### src/rtl/core/hlp_pkg.sv
// ----------------------------------------------------------------------------
// hlp_pkg
// Shared types, constants and helpers for the hunk line parser.
// ----------------------------------------------------------------------------
`default_nettype none

package hlp_pkg;

    // Width of every decimal field; a value saturates at 2^VAL_W-1.
    localparam int VAL_W     = 63;
    // Four fields packed back to back, padded up to whole bytes.
    localparam int OUT_DATA_W = ((4 * VAL_W + 7) / 8) * 8;
    localparam int LEAD_LEN  = 5;

    localparam logic [7:0] CH_NUL   = 8'h00;
    localparam logic [7:0] CH_SPACE = 8'h20;
    localparam logic [7:0] CH_ZERO  = 8'h30;
    localparam logic [7:0] CH_NINE  = 8'h39;

    typedef enum logic [4:0] {
        PH_PREFIX      = 5'b00001,
        PH_FIELD_START = 5'b00010,
        PH_NUMBER      = 5'b00100,
        PH_TAIL        = 5'b01000,
        PH_BAD         = 5'b10000
    } t_phase;

    typedef enum logic [1:0] {
        ST_OK        = 2'd0,
        ST_MALFORMED = 2'd1,
        ST_OVERFLOW  = 2'd2,
        ST_BAD_COORD = 2'd3
    } t_status;

    // Result of one multiply-by-ten-and-add step.
    typedef struct packed {
        logic             ovf;
        logic [VAL_W-1:0] value;
    } t_mac_res;

    // Expected character of the "hunk " prefix at a given position.
    function automatic logic [7:0] lead_char(input logic [2:0] pos);
        logic [7:0] c;
        case (pos)
            3'd0:    c = 8'h68; // h
            3'd1:    c = 8'h75; // u
            3'd2:    c = 8'h6E; // n
            3'd3:    c = 8'h6B; // k
            3'd4:    c = CH_SPACE;
            default: c = 8'hFF;
        endcase
        return c;
    endfunction

endpackage

`default_nettype wire

### src/rtl/core/hlp_digit_mac.sv
// ----------------------------------------------------------------------------
// hlp_digit_mac
// Decimal accumulate step: acc * 10 + digit, saturating at the field maximum.
// ----------------------------------------------------------------------------
`default_nettype none

module hlp_digit_mac (
    input  wire logic [hlp_pkg::VAL_W-1:0] i_acc,
    input  wire logic [3:0]                i_digit,
    output hlp_pkg::t_mac_res              o_res
);

    localparam int EXT_W = hlp_pkg::VAL_W + 4;

    logic [EXT_W-1:0] w_acc_ext;
    logic [EXT_W-1:0] w_sum;

    // acc * 10 as (acc << 3) + (acc << 1); four guard bits hold the carry-out
    assign w_acc_ext = {4'b0000, i_acc};
    assign w_sum     = (w_acc_ext << 3) + (w_acc_ext << 1)
                     + {{(EXT_W-4){1'b0}}, i_digit};

    assign o_res.ovf   = |w_sum[EXT_W-1:hlp_pkg::VAL_W];
    assign o_res.value = o_res.ovf ? {hlp_pkg::VAL_W{1'b1}} : w_sum[hlp_pkg::VAL_W-1:0];

endmodule

`default_nettype wire

### src/rtl/core/hunk_line_parser.sv
// ----------------------------------------------------------------------------
// hunk_line_parser
// Byte-serial parser for "hunk <os> <oc> <ns> <nc>" lines; one result word
// per line with status and 1-based coordinates.
// ----------------------------------------------------------------------------
//
//  Channel  | Dir | Payload                                   | Marker
//  ---------+-----+-------------------------------------------+-------------
//  s (in)   | in  | tdata[7:0] line_byte                      | tlast = EOL
//  m (out)  | out | tdata old_first,old_lines,new_first,      | tuser=status
//           |     |       new_lines (63 b each, lowest first) |
//
//  Flow   : one byte per clock while no tlast byte is held (see Stalls); a
//           byte passes through the input register, and the line result is
//           loaded into the output register as its last byte leaves the
//           input register.
//  Limit  : the x10 accumulate (one 67-bit add and carry-out check) sets the
//           register-to-register path.
//  Reset  : i_rst_n low on a clock edge clears both valid flags and returns
//           the parser to prefix matching.
//  Stalls : bytes without tlast keep flowing while a result waits; a tlast
//           byte holds in the input register until the output word is free.
//
`default_nettype none

module hunk_line_parser (
    input  wire logic                             i_clk,
    input  wire logic                             i_rst_n,
    // input stream
    input  wire logic                             i_s_tvalid,
    output logic                                  o_s_tready,
    input  wire logic [7:0]                       i_s_tdata,  // [7:0] line_byte
    input  wire logic                             i_s_tlast,  // end_of_line
    // result stream
    output logic                                  o_m_tvalid,
    input  wire logic                             i_m_tready,
    // old_first, old_lines, new_first, new_lines, zero pad (lowest bits first)
    output logic [hlp_pkg::OUT_DATA_W-1:0]        o_m_tdata,
    output logic [1:0]                            o_m_tuser   // [1:0] parse_status
);

    localparam int VW = hlp_pkg::VAL_W;

    // ---------------- input register ----------------
    logic       r_in_valid;
    logic [7:0] r_in_byte;
    logic       r_in_eol;
    logic       w_adv;

    // A byte advances unless it closes a line and the output word is occupied.
    assign w_adv      = r_in_valid && (!r_in_eol || !o_m_tvalid || i_m_tready);
    assign o_s_tready = !r_in_valid || w_adv;

    always_ff @(posedge i_clk) begin
        if (!i_rst_n) begin
            r_in_valid <= 1'b0;
        end else if (o_s_tready) begin
            r_in_valid <= i_s_tvalid;
        end
        if (o_s_tready && i_s_tvalid) begin
            r_in_byte <= i_s_tdata;
            r_in_eol  <= i_s_tlast;
        end
    end

    // ---------------- parser state ----------------
    hlp_pkg::t_phase r_phase, n_phase, w_phase;
    logic [2:0]      r_pos,   n_pos,   w_pos;
    logic [1:0]      r_field, n_field, w_field;
    logic [VW-1:0]   r_acc,   n_acc,   w_acc;
    logic [VW-1:0]   r_fin [3];
    logic [VW-1:0]   n_fin [3];
    logic [VW-1:0]   w_fin [3];
    logic            r_ovf,   n_ovf,   w_ovf;
    logic            r_mal,   n_mal,   w_mal;

    logic              w_is_digit;
    logic [3:0]        w_digit;
    logic [7:0]        w_digit_full;
    hlp_pkg::t_mac_res w_mac;

    assign w_is_digit   = (r_in_byte >= hlp_pkg::CH_ZERO) && (r_in_byte <= hlp_pkg::CH_NINE);
    assign w_digit_full = r_in_byte - hlp_pkg::CH_ZERO;
    assign w_digit      = w_digit_full[3:0];

    hlp_digit_mac u_mac (
        .i_acc   (r_acc),
        .i_digit (w_digit),
        .o_res   (w_mac)
    );

    // Post-byte state: what the parser holds once the current byte is taken.
    always_comb begin
        w_phase = r_phase;
        w_pos   = r_pos;
        w_field = r_field;
        w_acc   = r_acc;
        w_fin   = r_fin;
        w_ovf   = r_ovf;
        w_mal   = r_mal;

        unique case (r_phase)
            hlp_pkg::PH_PREFIX: begin
                if ((r_pos < 3'(hlp_pkg::LEAD_LEN)) &&
                    (r_in_byte == hlp_pkg::lead_char(r_pos))) begin
                    w_pos = r_pos + 3'd1;
                    if (w_pos == 3'(hlp_pkg::LEAD_LEN)) begin
                        w_phase = hlp_pkg::PH_FIELD_START;
                        w_field = 2'd0;
                    end
                end else begin
                    w_mal   = 1'b1;
                    w_phase = hlp_pkg::PH_BAD;
                end
            end
            hlp_pkg::PH_FIELD_START: begin
                if (w_is_digit) begin
                    w_acc   = {{(VW-4){1'b0}}, w_digit};
                    w_phase = hlp_pkg::PH_NUMBER;
                end else begin
                    w_mal   = 1'b1;
                    w_phase = hlp_pkg::PH_BAD;
                end
            end
            hlp_pkg::PH_NUMBER: begin
                if (w_is_digit) begin
                    // saturate and flag, the line stays well-formed
                    w_acc = w_mac.value;
                    if (w_mac.ovf) begin
                        w_ovf = 1'b1;
                    end
                end else if (r_in_byte == hlp_pkg::CH_NUL) begin
                    if (r_field == 2'd3) begin
                        w_phase = hlp_pkg::PH_TAIL;
                    end else begin
                        w_mal   = 1'b1;
                        w_phase = hlp_pkg::PH_BAD;
                    end
                end else if (r_in_byte == hlp_pkg::CH_SPACE) begin
                    if (r_field == 2'd3) begin
                        w_phase = hlp_pkg::PH_TAIL;
                    end else begin
                        w_fin[r_field] = r_acc;
                        w_field        = r_field + 2'd1;
                        w_phase        = hlp_pkg::PH_FIELD_START;
                    end
                end else begin
                    w_mal   = 1'b1;
                    w_phase = hlp_pkg::PH_BAD;
                end
            end
            hlp_pkg::PH_TAIL: begin
                // ignore everything after the last field
            end
            hlp_pkg::PH_BAD: begin
                w_mal = 1'b1;
            end
            default: begin
                w_mal   = 1'b1;
                w_phase = hlp_pkg::PH_BAD;
            end
        endcase

        // NUL ends the text: only a finished last field survives it
        if ((r_in_byte == hlp_pkg::CH_NUL) && (w_phase != hlp_pkg::PH_TAIL) &&
            (w_phase != hlp_pkg::PH_NUMBER)) begin
            w_mal   = 1'b1;
            w_phase = hlp_pkg::PH_BAD;
        end
    end

    // ---------------- line result ----------------
    hlp_pkg::t_status w_status;
    logic [VW-1:0]    w_os, w_oc, w_ns, w_nc;
    logic             w_done;

    assign w_done = (w_phase == hlp_pkg::PH_TAIL) ||
                    ((w_phase == hlp_pkg::PH_NUMBER) && (w_field == 2'd3));

    always_comb begin
        w_status = hlp_pkg::ST_OK;
        w_os     = '0;
        w_oc     = '0;
        w_ns     = '0;
        w_nc     = '0;
        if (w_mal || !w_done) begin
            w_status = hlp_pkg::ST_MALFORMED;
        end else if (w_ovf) begin
            w_status = hlp_pkg::ST_OVERFLOW;
        end else if (((w_fin[0] == '0) && (w_fin[1] != '0)) ||
                     ((w_fin[2] == '0) && (w_acc != '0))) begin
            w_status = hlp_pkg::ST_BAD_COORD;
        end else begin
            // translate a zero start to line 1
            w_os = (w_fin[0] == '0) ? {{(VW-1){1'b0}}, 1'b1} : w_fin[0];
            w_oc = w_fin[1];
            w_ns = (w_fin[2] == '0) ? {{(VW-1){1'b0}}, 1'b1} : w_fin[2];
            w_nc = w_acc;
        end
    end

    // Advance the parser on each byte; drop back to prefix matching after EOL.
    always_comb begin
        n_phase = r_phase;
        n_pos   = r_pos;
        n_field = r_field;
        n_acc   = r_acc;
        n_fin   = r_fin;
        n_ovf   = r_ovf;
        n_mal   = r_mal;
        if (w_adv) begin
            if (r_in_eol) begin
                n_phase = hlp_pkg::PH_PREFIX;
                n_pos   = '0;
                n_field = '0;
                n_acc   = '0;
                n_fin   = '{default: '0};
                n_ovf   = 1'b0;
                n_mal   = 1'b0;
            end else begin
                n_phase = w_phase;
                n_pos   = w_pos;
                n_field = w_field;
                n_acc   = w_acc;
                n_fin   = w_fin;
                n_ovf   = w_ovf;
                n_mal   = w_mal;
            end
        end
    end

    always_ff @(posedge i_clk) begin
        if (!i_rst_n) begin
            r_phase <= hlp_pkg::PH_PREFIX;
            r_pos   <= '0;
            r_field <= '0;
            r_acc   <= '0;
            r_fin   <= '{default: '0};
            r_ovf   <= 1'b0;
            r_mal   <= 1'b0;
        end else begin
            r_phase <= n_phase;
            r_pos   <= n_pos;
            r_field <= n_field;
            r_acc   <= n_acc;
            r_fin   <= n_fin;
            r_ovf   <= n_ovf;
            r_mal   <= n_mal;
        end
    end

    // ---------------- output register ----------------
    logic                          r_out_valid;
    hlp_pkg::t_status              r_out_status;
    logic [hlp_pkg::OUT_DATA_W-1:0] r_out_data;

    always_ff @(posedge i_clk) begin
        if (!i_rst_n) begin
            r_out_valid <= 1'b0;
        end else if (w_adv && r_in_eol) begin
            r_out_valid <= 1'b1;
        end else if (i_m_tready) begin
            r_out_valid <= 1'b0;
        end
        if (w_adv && r_in_eol) begin
            r_out_status <= w_status;
            r_out_data   <= {{(hlp_pkg::OUT_DATA_W - 4*VW){1'b0}}, w_nc, w_ns, w_oc, w_os};
        end
    end

    assign o_m_tvalid = r_out_valid;
    assign o_m_tdata  = r_out_data;
    assign o_m_tuser  = r_out_status;

    // ---------------- assertions ----------------
    // A good line always carries nonzero starts.
    assert property (@(posedge i_clk) disable iff (!i_rst_n)
        (r_out_valid && (r_out_status == hlp_pkg::ST_OK)) |->
        ((r_out_data[VW-1:0] != '0) && (r_out_data[3*VW-1:2*VW] != '0)))
        else $error("ok result with zero start");

    // A failed line carries all-zero coordinates.
    assert property (@(posedge i_clk) disable iff (!i_rst_n)
        (r_out_valid && (r_out_status != hlp_pkg::ST_OK)) |-> (r_out_data == '0))
        else $error("failed result with nonzero coordinates");

    // Closing a line returns the parser to a clean prefix search.
    assert property (@(posedge i_clk) disable iff (!i_rst_n)
        (w_adv && r_in_eol) |=>
        ((r_phase == hlp_pkg::PH_PREFIX) && (r_pos == '0) && !r_ovf && !r_mal))
        else $error("parser not cleared after end of line");

    // A closing byte always produces a result word in the next cycle.
    assert property (@(posedge i_clk) disable iff (!i_rst_n)
        (w_adv && r_in_eol) |=> r_out_valid)
        else $error("end of line without result");

endmodule

`default_nettype wire
### config.mk
export PLATFORM = sky130hd
export DESIGN_NAME = hunk_line_parser
export DESIGN_NICKNAME = d
export VERILOG_FILES = /design/src/rtl/core/hlp_pkg.sv /design/src/rtl/core/hlp_digit_mac.sv /design/src/rtl/core/hunk_line_parser.sv
export SDC_FILE = /design/constraint.sdc
export NUM_CORES = 1
export LEC_CHECK = 0
export BUFFER_PORTS_ARGS = -buffer_cell sky130_fd_sc_hd__clkbuf_2
export CAP_MARGIN = 20
export CORE_MARGIN = 2
export CORE_UTILIZATION = 40
export DETAILED_ROUTE_END_ITERATION = 8
export PLACE_DENSITY_LB_ADDON = 0.12
export SYNTH_ARGS = -nofsm -noshare
export SYNTH_HDL_FRONTEND = slang
export SYNTH_HIERARCHICAL = 1
export SYNTH_SLANG_ARGS = --single-unit
### constraint.sdc
create_clock -name i_clk -period 8.5 [get_ports i_clk]
set_input_delay 1.275 -clock i_clk [delete_from_list [all_inputs] [get_ports i_clk]]
set_output_delay 1.275 -clock i_clk [all_outputs]
set_load 0.03 [all_outputs]
==> impl_metrics.toml, run 1 <==
[yosys]
post_synth_num_cell_types = 96
ys_flop_type = "sky130_fd_sc_hd__dfxtp_1"
synth.yosys.seq_area_share_pct = 47.28
synth_area_um2 = 27970
synthesis.instances = 2961
synth.top_cells.by_area = "sky130_fd_sc_hd__edfxtp_1 28%, sky130_fd_sc_hd__dfxtp_1 19%, sky130_fd_sc_hd__a22oi_1 8.4%, sky130_fd_sc_hd__ha_1 5.9%, sky130_fd_sc_hd__nand2_1 4.4%"
ys_async_sr_fraction_pct = 0
yosysWarningCount = 6
synth-edff-count = 263
postSynthRegisterBits = 529
synth.avg_cell_area_um2 = 9.445
yosys.area.top_type_share_pct = 28.24
post-synth-top-area-cell = "sky130_fd_sc_hd__edfxtp_1"

[setup_path]
crit_slowest_cell = "sky130_fd_sc_hd__xor2_4"
critical_path_max_stage_delay_ns = 0.72
rrSetupSlack_ns = 0.65
timing.critical_path.from_type = "flop"
cp_max_fo = 45
crit_chain = "inv_1, fa_1, inv_1, fa_1, a211oi_1, o21ai_0, a21oi_1, a21oi_1, a21o_1, a21oi_2, o21a_2, xor2_4, buf_12, nand4_1, nor4_1, nand4_1, or4_1, a22oi_1, and4_1, nor2_4, buf_4, nor3_1"
worst_ep_required_time_ns = 8.95
cp.arrival_ns = 8.30
timing.setup.critical_path_class = "flop to flop"
end_kind = "flop"

[layout]
antenna-diode-count = 0
layout.cells.most_common = "sky130_fd_sc_hd__nand2_1"
drive_above_1_share_pct = 16.02
layout_common_cells = "327 x sky130_fd_sc_hd__nand2_1, 317 x sky130_fd_sc_hd__nor2_1, 314 x sky130_fd_sc_hd__a22oi_1"
flow.area_growth_from_synthesis_pct = 13.79
net_count_final = 3224

[global_routing]
grt_max_degree = 177
grt_pass1_vias = 23320
antenna_found_initial = 2
globalRouteOverflowTotal = 0
grt_pass1_wl_mm = 150.7
track_usage_pct = 27.53

[die]
io-pin-count = 273
std_cell_rows = 96
die_area_um2 = 72050
dieWidth_um = 268.4
placeableCoreArea_um2 = 68950
die_height_um = 268.4
initial_utilization_pct = 40.56

[clock_network]
postCtsSetupRepairBufs = 0
clock_tree_root = "sky130_fd_sc_hd__clkbuf_16"
clk-insertion-delay-late_ns = 0.64
tritoncts.num_buffers = 58
cts-root-to-sink-buffers = 3
clk_pin_slew_worst_paths_ns = 0.06
postCtsHoldBufs = 0
post_cts_resized = 0
cts_max_level = 2
tritoncts = "done"
cts.sink_count = 529

[place]
place.gp.congestion = 0.9083
placement.setup.worst_slack_ns = 0.7083
place_hpwl_mm = 72.04
placement.io_buffers = 268

[detailed_routing]
vias = 24740
detail_route.first_pass.iterations = 6
detail_route.wl_per_cell_um = 25.28
routed_wl_mm = 102.6
drt-vias-per-instance = 6.094
drt_iter0_drc = 2698
detail_route.drc_violations = 0
ant_nets = 0

[sta]
final.setup_skew_ns = 0.01848
max-slew-margin-rel_pct = 18.63
rsz0062_at_grt = "false"
total_count_of_hold_check_failures_in_the_final_report = 0
timing.hold.ws_ns = 0.5276
setup_slack_ns = 0.6452
max_freq_mhz = 127.3
final.setup.tns_ns = 0
min_period_ns = 7.855
timing.final.max_slew_violations = 0
final-setup-viol-count = 0
final.period_utilization_pct = 92.41
tightest_slew_ns = 1.221

[status]
run_status = "completed"

[flow_run]
max-cap-violations = 0

[worst_hold_path]
hold_path.class = "flop to flop"

[pwr]
static-leakage-power_nw = 12.36
pwr_density_cell_nw_per_um2 = 166.0
vdd_drop_max_v = 0.0001483
[synthesized netlist by cell type (all sizes together) (6+ instances only)]
cell type and count:
a211oi 8, a21boi 6, a21o 40, a21oi 233
a221oi 7, a22oi 314, a31oi 8, and2 9
and3 7, and4 10, buf 101, clkbuf 184
dfxtp 266, edfxtp 263, ha 131, inv 35
mux2i 68, nand2 327, nand2b 9, nand3 18
nand4 90, nor2 322, nor2b 9, nor3 153
nor4 83, o2111ai 8, o211ai 12, o21a 18
o21ai 56, o21bai 17, o22ai 7, o31ai 8
or3 10, or4 7, xnor2 29, xor2 25
[worst max-delay path: cells and delay by family (launching register included)]
kind            cells  cell delay, ns
compound gates      8            2.09
xor+xnor            1            0.72
fa+ha+maj           2            1.01
buf+inv             4            0.89
flops               1            0.61
simple gates        7            2.27
[flip-flops by register name, summed over array words and instances, names as in the netlist, 2 cells and up]
register   flops
r_field        2
o_m_tdata    252
r_phase        5
o_m_tuser      2
r_pos          3
r_fin        189
r_in_byte      8
r_acc         63
[layout make-up]
| type | count | area, um^2 |
|---|---|---|
| fill | 6641 | 37120 |
| sequential | 529 | 13220 |
| clock buffer | 88 | 1662 |
| clock inverter | 22 | 187.7 |
| tap | 931 | 1165 |
| timing repair buffer | 339 | 1944 |
| inverter | 35 | 143.9 |
| multi-input combinational | 2115 | 13500 |
[final timing paths]
check	startpoint	to	cells after the start
worst max-delay path	r_acc[2]	o_m_tdata[0]	22
worst min-delay path	r_fin[119]	r_fin[119]	2
worst max register to register	r_acc[2]	o_m_tdata[0]	22
worst min register to register	r_fin[119]	r_fin[119]	2
[layer usage]
metal	track usage (%)	part of all wire, %	vias up
met5	0	0.013	-
met4	9.670	3.4	2
met3	3.543	7.1	167
met2	44.50	47	1089
met1	37.99	43	12230
li1	-	-	11250
[metrics by stage]
step | total power, mW | std cells | util [%] | instance area (um^2)
2_1_floorplan | 2.823 | 2964 | - | 27980
4_1_cts | 5.320 | 4058 | 46.12 | 31800
3_3_place_gp | 2.857 | 3947 | 43.42 | 29940
6_report | 5.283 | 4059 | 46.16 | 31820
3_5_place_dp | 2.858 | 3948 | 43.43 | 29950
5_1_grt | 5.419 | 4059 | 46.16 | 31820
[where the power goes]
group          internal [mW]  total, mW  switching, mW  leakage, nW
sequential              2.68       2.69         0.0101         5.06
combinational         0.0200      0.120         0.0996         6.41
clock                   1.38       2.48           1.09        0.889
[cell families (layout without fill, tap and decap cells)]
kind of cell	Yosys count	after routing	synth area share, %
multiplexers	69	69	2.519
other	1	4	0.01341
flip-flops	529	529	47.28
AO/OA/AOI/OAI	781	781	18.89
buffers and inverters	320	484	4.997
AND/OR/NAND/NOR	1074	1074	18.58
XOR/XNOR	54	54	1.718
adder cells (fa/ha/maj)	133	133	6.004
Power figures use the tool's default switching activity.
==> run 2: changes to the inputs <==
--- a/config.mk
+++ b/config.mk
@@ -9,9 +9,10 @@
 export CAP_MARGIN = 20
 export CORE_MARGIN = 2
 export CORE_UTILIZATION = 40
+export CTS_CLUSTER_SIZE = 16
 export DETAILED_ROUTE_END_ITERATION = 8
 export PLACE_DENSITY_LB_ADDON = 0.12
 export SYNTH_ARGS = -nofsm -noshare
 export SYNTH_HDL_FRONTEND = slang
-export SYNTH_HIERARCHICAL = 1
 export SYNTH_SLANG_ARGS = --single-unit
+export TNS_END_PERCENT = 50
==> run 2 against run 1 <==
Clock-buffer cell count is 5 lower. Clock power shrank 2%. Core utilization decreased by 0.63 points. Sequential share of layout area decreased by 1.6 points. Register-to-register slack better by 0.26 ns. Critical path depth fell by 5. Area after synthesis increased by 4.6%. Synthesized cell count up 10%. Wire length increased by 14%. First-iteration DRC count is 13% higher. Clock skew grew 0.0067 ns. Critical path type unchanged. Critical endpoint is now o_m_tdata[94]. Largest power group unchanged. Highest routed layer unchanged.
==> impl_metrics.toml, run 2 <==
[status]
run_status = "completed"

[pwr]
comb_power_share_pct = 2.5
power.sequential.fraction_pct = 51.3
pwr_density_cell_nw_per_um2 = 158.5
static-leakage-power_nw = 11.82
share_clk_of_total_power_pct = 46.2
p_sw_share_pct = 23.03
vdd_drop_max_v = 0.0001472
power.net_switching_mw = 1.208
power.internal_mw = 4.039

[detailed_routing]
drt-vias-per-instance = 6.066
detail_route.first_pass.iterations = 6
detail_route.wl_per_cell_um = 26.65
ant_nets = 0
drt_iter0_drc = 3041
vias = 26620
routed_wl_mm = 117.0
detail_route.drc_violations = 0

[clock_network]
tritoncts.num_buffers = 58
post_cts_resized = 0
cts_max_level = 2
clock_tree_root = "sky130_fd_sc_hd__clkbuf_16"
tritoncts = "done"
clk-insertion-delay-late_ns = 0.64
postCtsSetupRepairBufs = 0
postCtsHoldBufs = 0
cts-root-to-sink-buffers = 3
clk_pin_slew_worst_paths_ns = 0.06
cts.sink_count = 529

[setup_path]
worst_setup_path_startpoint = "r_acc[2]"
critical_path_max_stage_delay_ns = 0.88
cp_max_fo = 102
rrSetupSlack_ns = 0.91
reg2reg_from = "r_acc[2]"
worst_ep_required_time_ns = 8.97
crit_slowest_cell = "sky130_fd_sc_hd__dfxtp_1"
timing.critical_path.from_type = "flop"
crit_chain = "fa_1, ha_1, a211oi_2, o21ai_0, o211a_1, nor4_1, a211o_1, a31oi_1, nor4_4, nand2_1, o21ai_0, nand4_1, or4_1, or4_1, o31a_2, buf_12, a21oi_1"
timing.setup.critical_path_class = "flop to flop"
cp.arrival_ns = 8.06
rr_endpoint = "o_m_tdata[94]"
count_of_cells_along_the_worst_register_to_register_path = 17
end_kind = "flop"

[layout]
antenna-diode-count = 0
flow.area_growth_from_synthesis_pct = 13.16
largest_reg_flops = 252
net_count_final = 3529
layout_common_cells = "524 x sky130_fd_sc_hd__nand2_1, 297 x sky130_fd_sc_hd__a21oi_1, 267 x sky130_fd_sc_hd__clkbuf_2"
layout.cells.most_common = "sky130_fd_sc_hd__nand2_1"
finish.utilization_pct = 45.53
drive_above_1_share_pct = 15.98
filler_cell_count = 7108

[global_routing]
grt_pass1_wl_mm = 169.6
globalRouteOverflowTotal = 0
grt_max_degree = 194
antenna_found_initial = 1
track_usage_pct = 30.13
grt_pass1_vias = 25350

[die]
die_height_um = 274.4
die_area_um2 = 75310
placeableCoreArea_um2 = 72710
std_cell_rows = 99
dieWidth_um = 274.4
io-pin-count = 273
initial_utilization_pct = 40.23

[yosys]
yosys.area.top_type_share_pct = 27.00
synth_area_um2 = 29250
yosys.cell_count.top_type = "sky130_fd_sc_hd__nand2_1"
ys_flop_type = "sky130_fd_sc_hd__dfxtp_1"
postSynthRegisterBits = 529
synth.cells.most_frequent = "526 x sky130_fd_sc_hd__nand2_1, 298 x sky130_fd_sc_hd__a21oi_1, 266 x sky130_fd_sc_hd__dfxtp_1, 263 x sky130_fd_sc_hd__edfxtp_1, 255 x sky130_fd_sc_hd__nor2b_1"
synth.yosys.seq_area_share_pct = 45.20
synth.avg_cell_area_um2 = 8.965
yosysWarningCount = 0
post_synth_num_cell_types = 88
synth-edff-count = 263
ys_async_sr_fraction_pct = 0
post-synth-top-area-cell = "sky130_fd_sc_hd__edfxtp_1"
synthesis.instances = 3263
synth.top_cells.by_area = "sky130_fd_sc_hd__edfxtp_1 27%, sky130_fd_sc_hd__dfxtp_1 18%, sky130_fd_sc_hd__nand2_1 6.7%, sky130_fd_sc_hd__a22oi_1 5.7%, sky130_fd_sc_hd__ha_1 5.6%"

[sta]
total_count_of_hold_check_failures_in_the_final_report = 0
final-setup-viol-count = 0
final.setup.tns_ns = 0
timing.final.max_slew_violations = 0
tightest_slew_ns = 1.204
final.period_utilization_pct = 89.30
max-slew-margin-rel_pct = 19.77
max_freq_mhz = 131.7
min_period_ns = 7.590
setup_slack_ns = 0.9096
final.setup_skew_ns = 0.02522
rsz0062_at_grt = "false"

[flow_run]
max-cap-violations = 0

[place]
place_hpwl_mm = 82.02
placement.io_buffers = 268
place.gp.congestion = 0.9663
placement.setup.worst_slack_ns = 1.015

[worst_hold_path]
worstHoldStart = "r_mal"
hold_path.class = "flop to flop"
min_delay_path_depth = 2
worst_hold_path.endpoint = "r_mal"
[run 2: worst max path at each step]
| stage | end | slack (ns) |
|---|---|---|
| floorplan | r_mal | 0.56 |
| global placement | o_m_tdata[191] | 1.08 |
| detailed placement | o_m_tdata[115] | 1.02 |
| CTS | o_m_tdata[94] | 1.01 |
| global route | o_m_tdata[94] | 0.64 |
| finish | o_m_tdata[94] | 0.91 |
[run 2: through the flow]
stage          power (mW)  cell area (um^2)  hold slack [ns]  cells
2_1_floorplan       2.838             29270           0.4572   3266
3_3_place_gp        2.876             31290           0.4769   4281
3_5_place_dp        2.877             31290           0.4802   4281
4_1_cts             5.281             33080           0.4906   4388
5_1_grt             5.384             33110           0.5247   4389
6_report            5.247             33110           0.4914   4389
[run 2: logic make-up after synthesis]
| group | Yosys count | share of synthesized area [%] |
|---|---|---|
| other cells | 1 | 0.01282 |
| simple gates | 1274 | 21.44 |
| buf+inv | 316 | 4.555 |
| flops | 529 | 45.20 |
| compound gates | 953 | 21.33 |
| fa+ha+maj | 133 | 5.740 |
| xor+xnor | 52 | 1.557 |
| mux | 5 | 0.1754 |
[run 2: final cells by class]
type	count	area (um^2)	share of cell area, %
repair buffers	345	1983	5.990
clock inverters	24	166.4	0.5027
clock buffers	83	1618	4.887
inverters	28	105.1	0.3175
multi-input cells	2421	14810	44.74
flip-flops and latches	529	13220	39.94
well taps	959	1200	3.624
[run 2: power groups by stage]
| stage | registers, mW | logic (mW) | clock network [mW] |
|---|---|---|---|
| floorplan | 2.77 | 0.0720 | 0 |
| global placement | 2.75 | 0.130 | 0 |
| detailed placement | 2.75 | 0.132 | 0 |
| CTS | 2.69 | 0.132 | 2.46 |
| global route | 2.69 | 0.139 | 2.55 |
| finish | 2.69 | 0.133 | 2.42 |
[run 2: critical path, delay by kind of cell (launching register included)]
kind	cells	cell delay, ns
buffers and inverters	1	0.37
AO/OA/AOI/OAI	8	2.62
flip-flops	1	0.88
adder cells (fa/ha/maj)	2	0.90
AND/OR/NAND/NOR	6	2.55
[run 2: per-layer routing]
layer / share of wire, % / up-vias / GRT usage, %
li1: - / 12060 / -
met1: 43 / 13150 / 41.04
met2: 46 / 1187 / 49.00
met3: 6.7 / 230 / 3.591
met4: 3.9 / 2 / 11.44
met5: 0.011 / - / 0
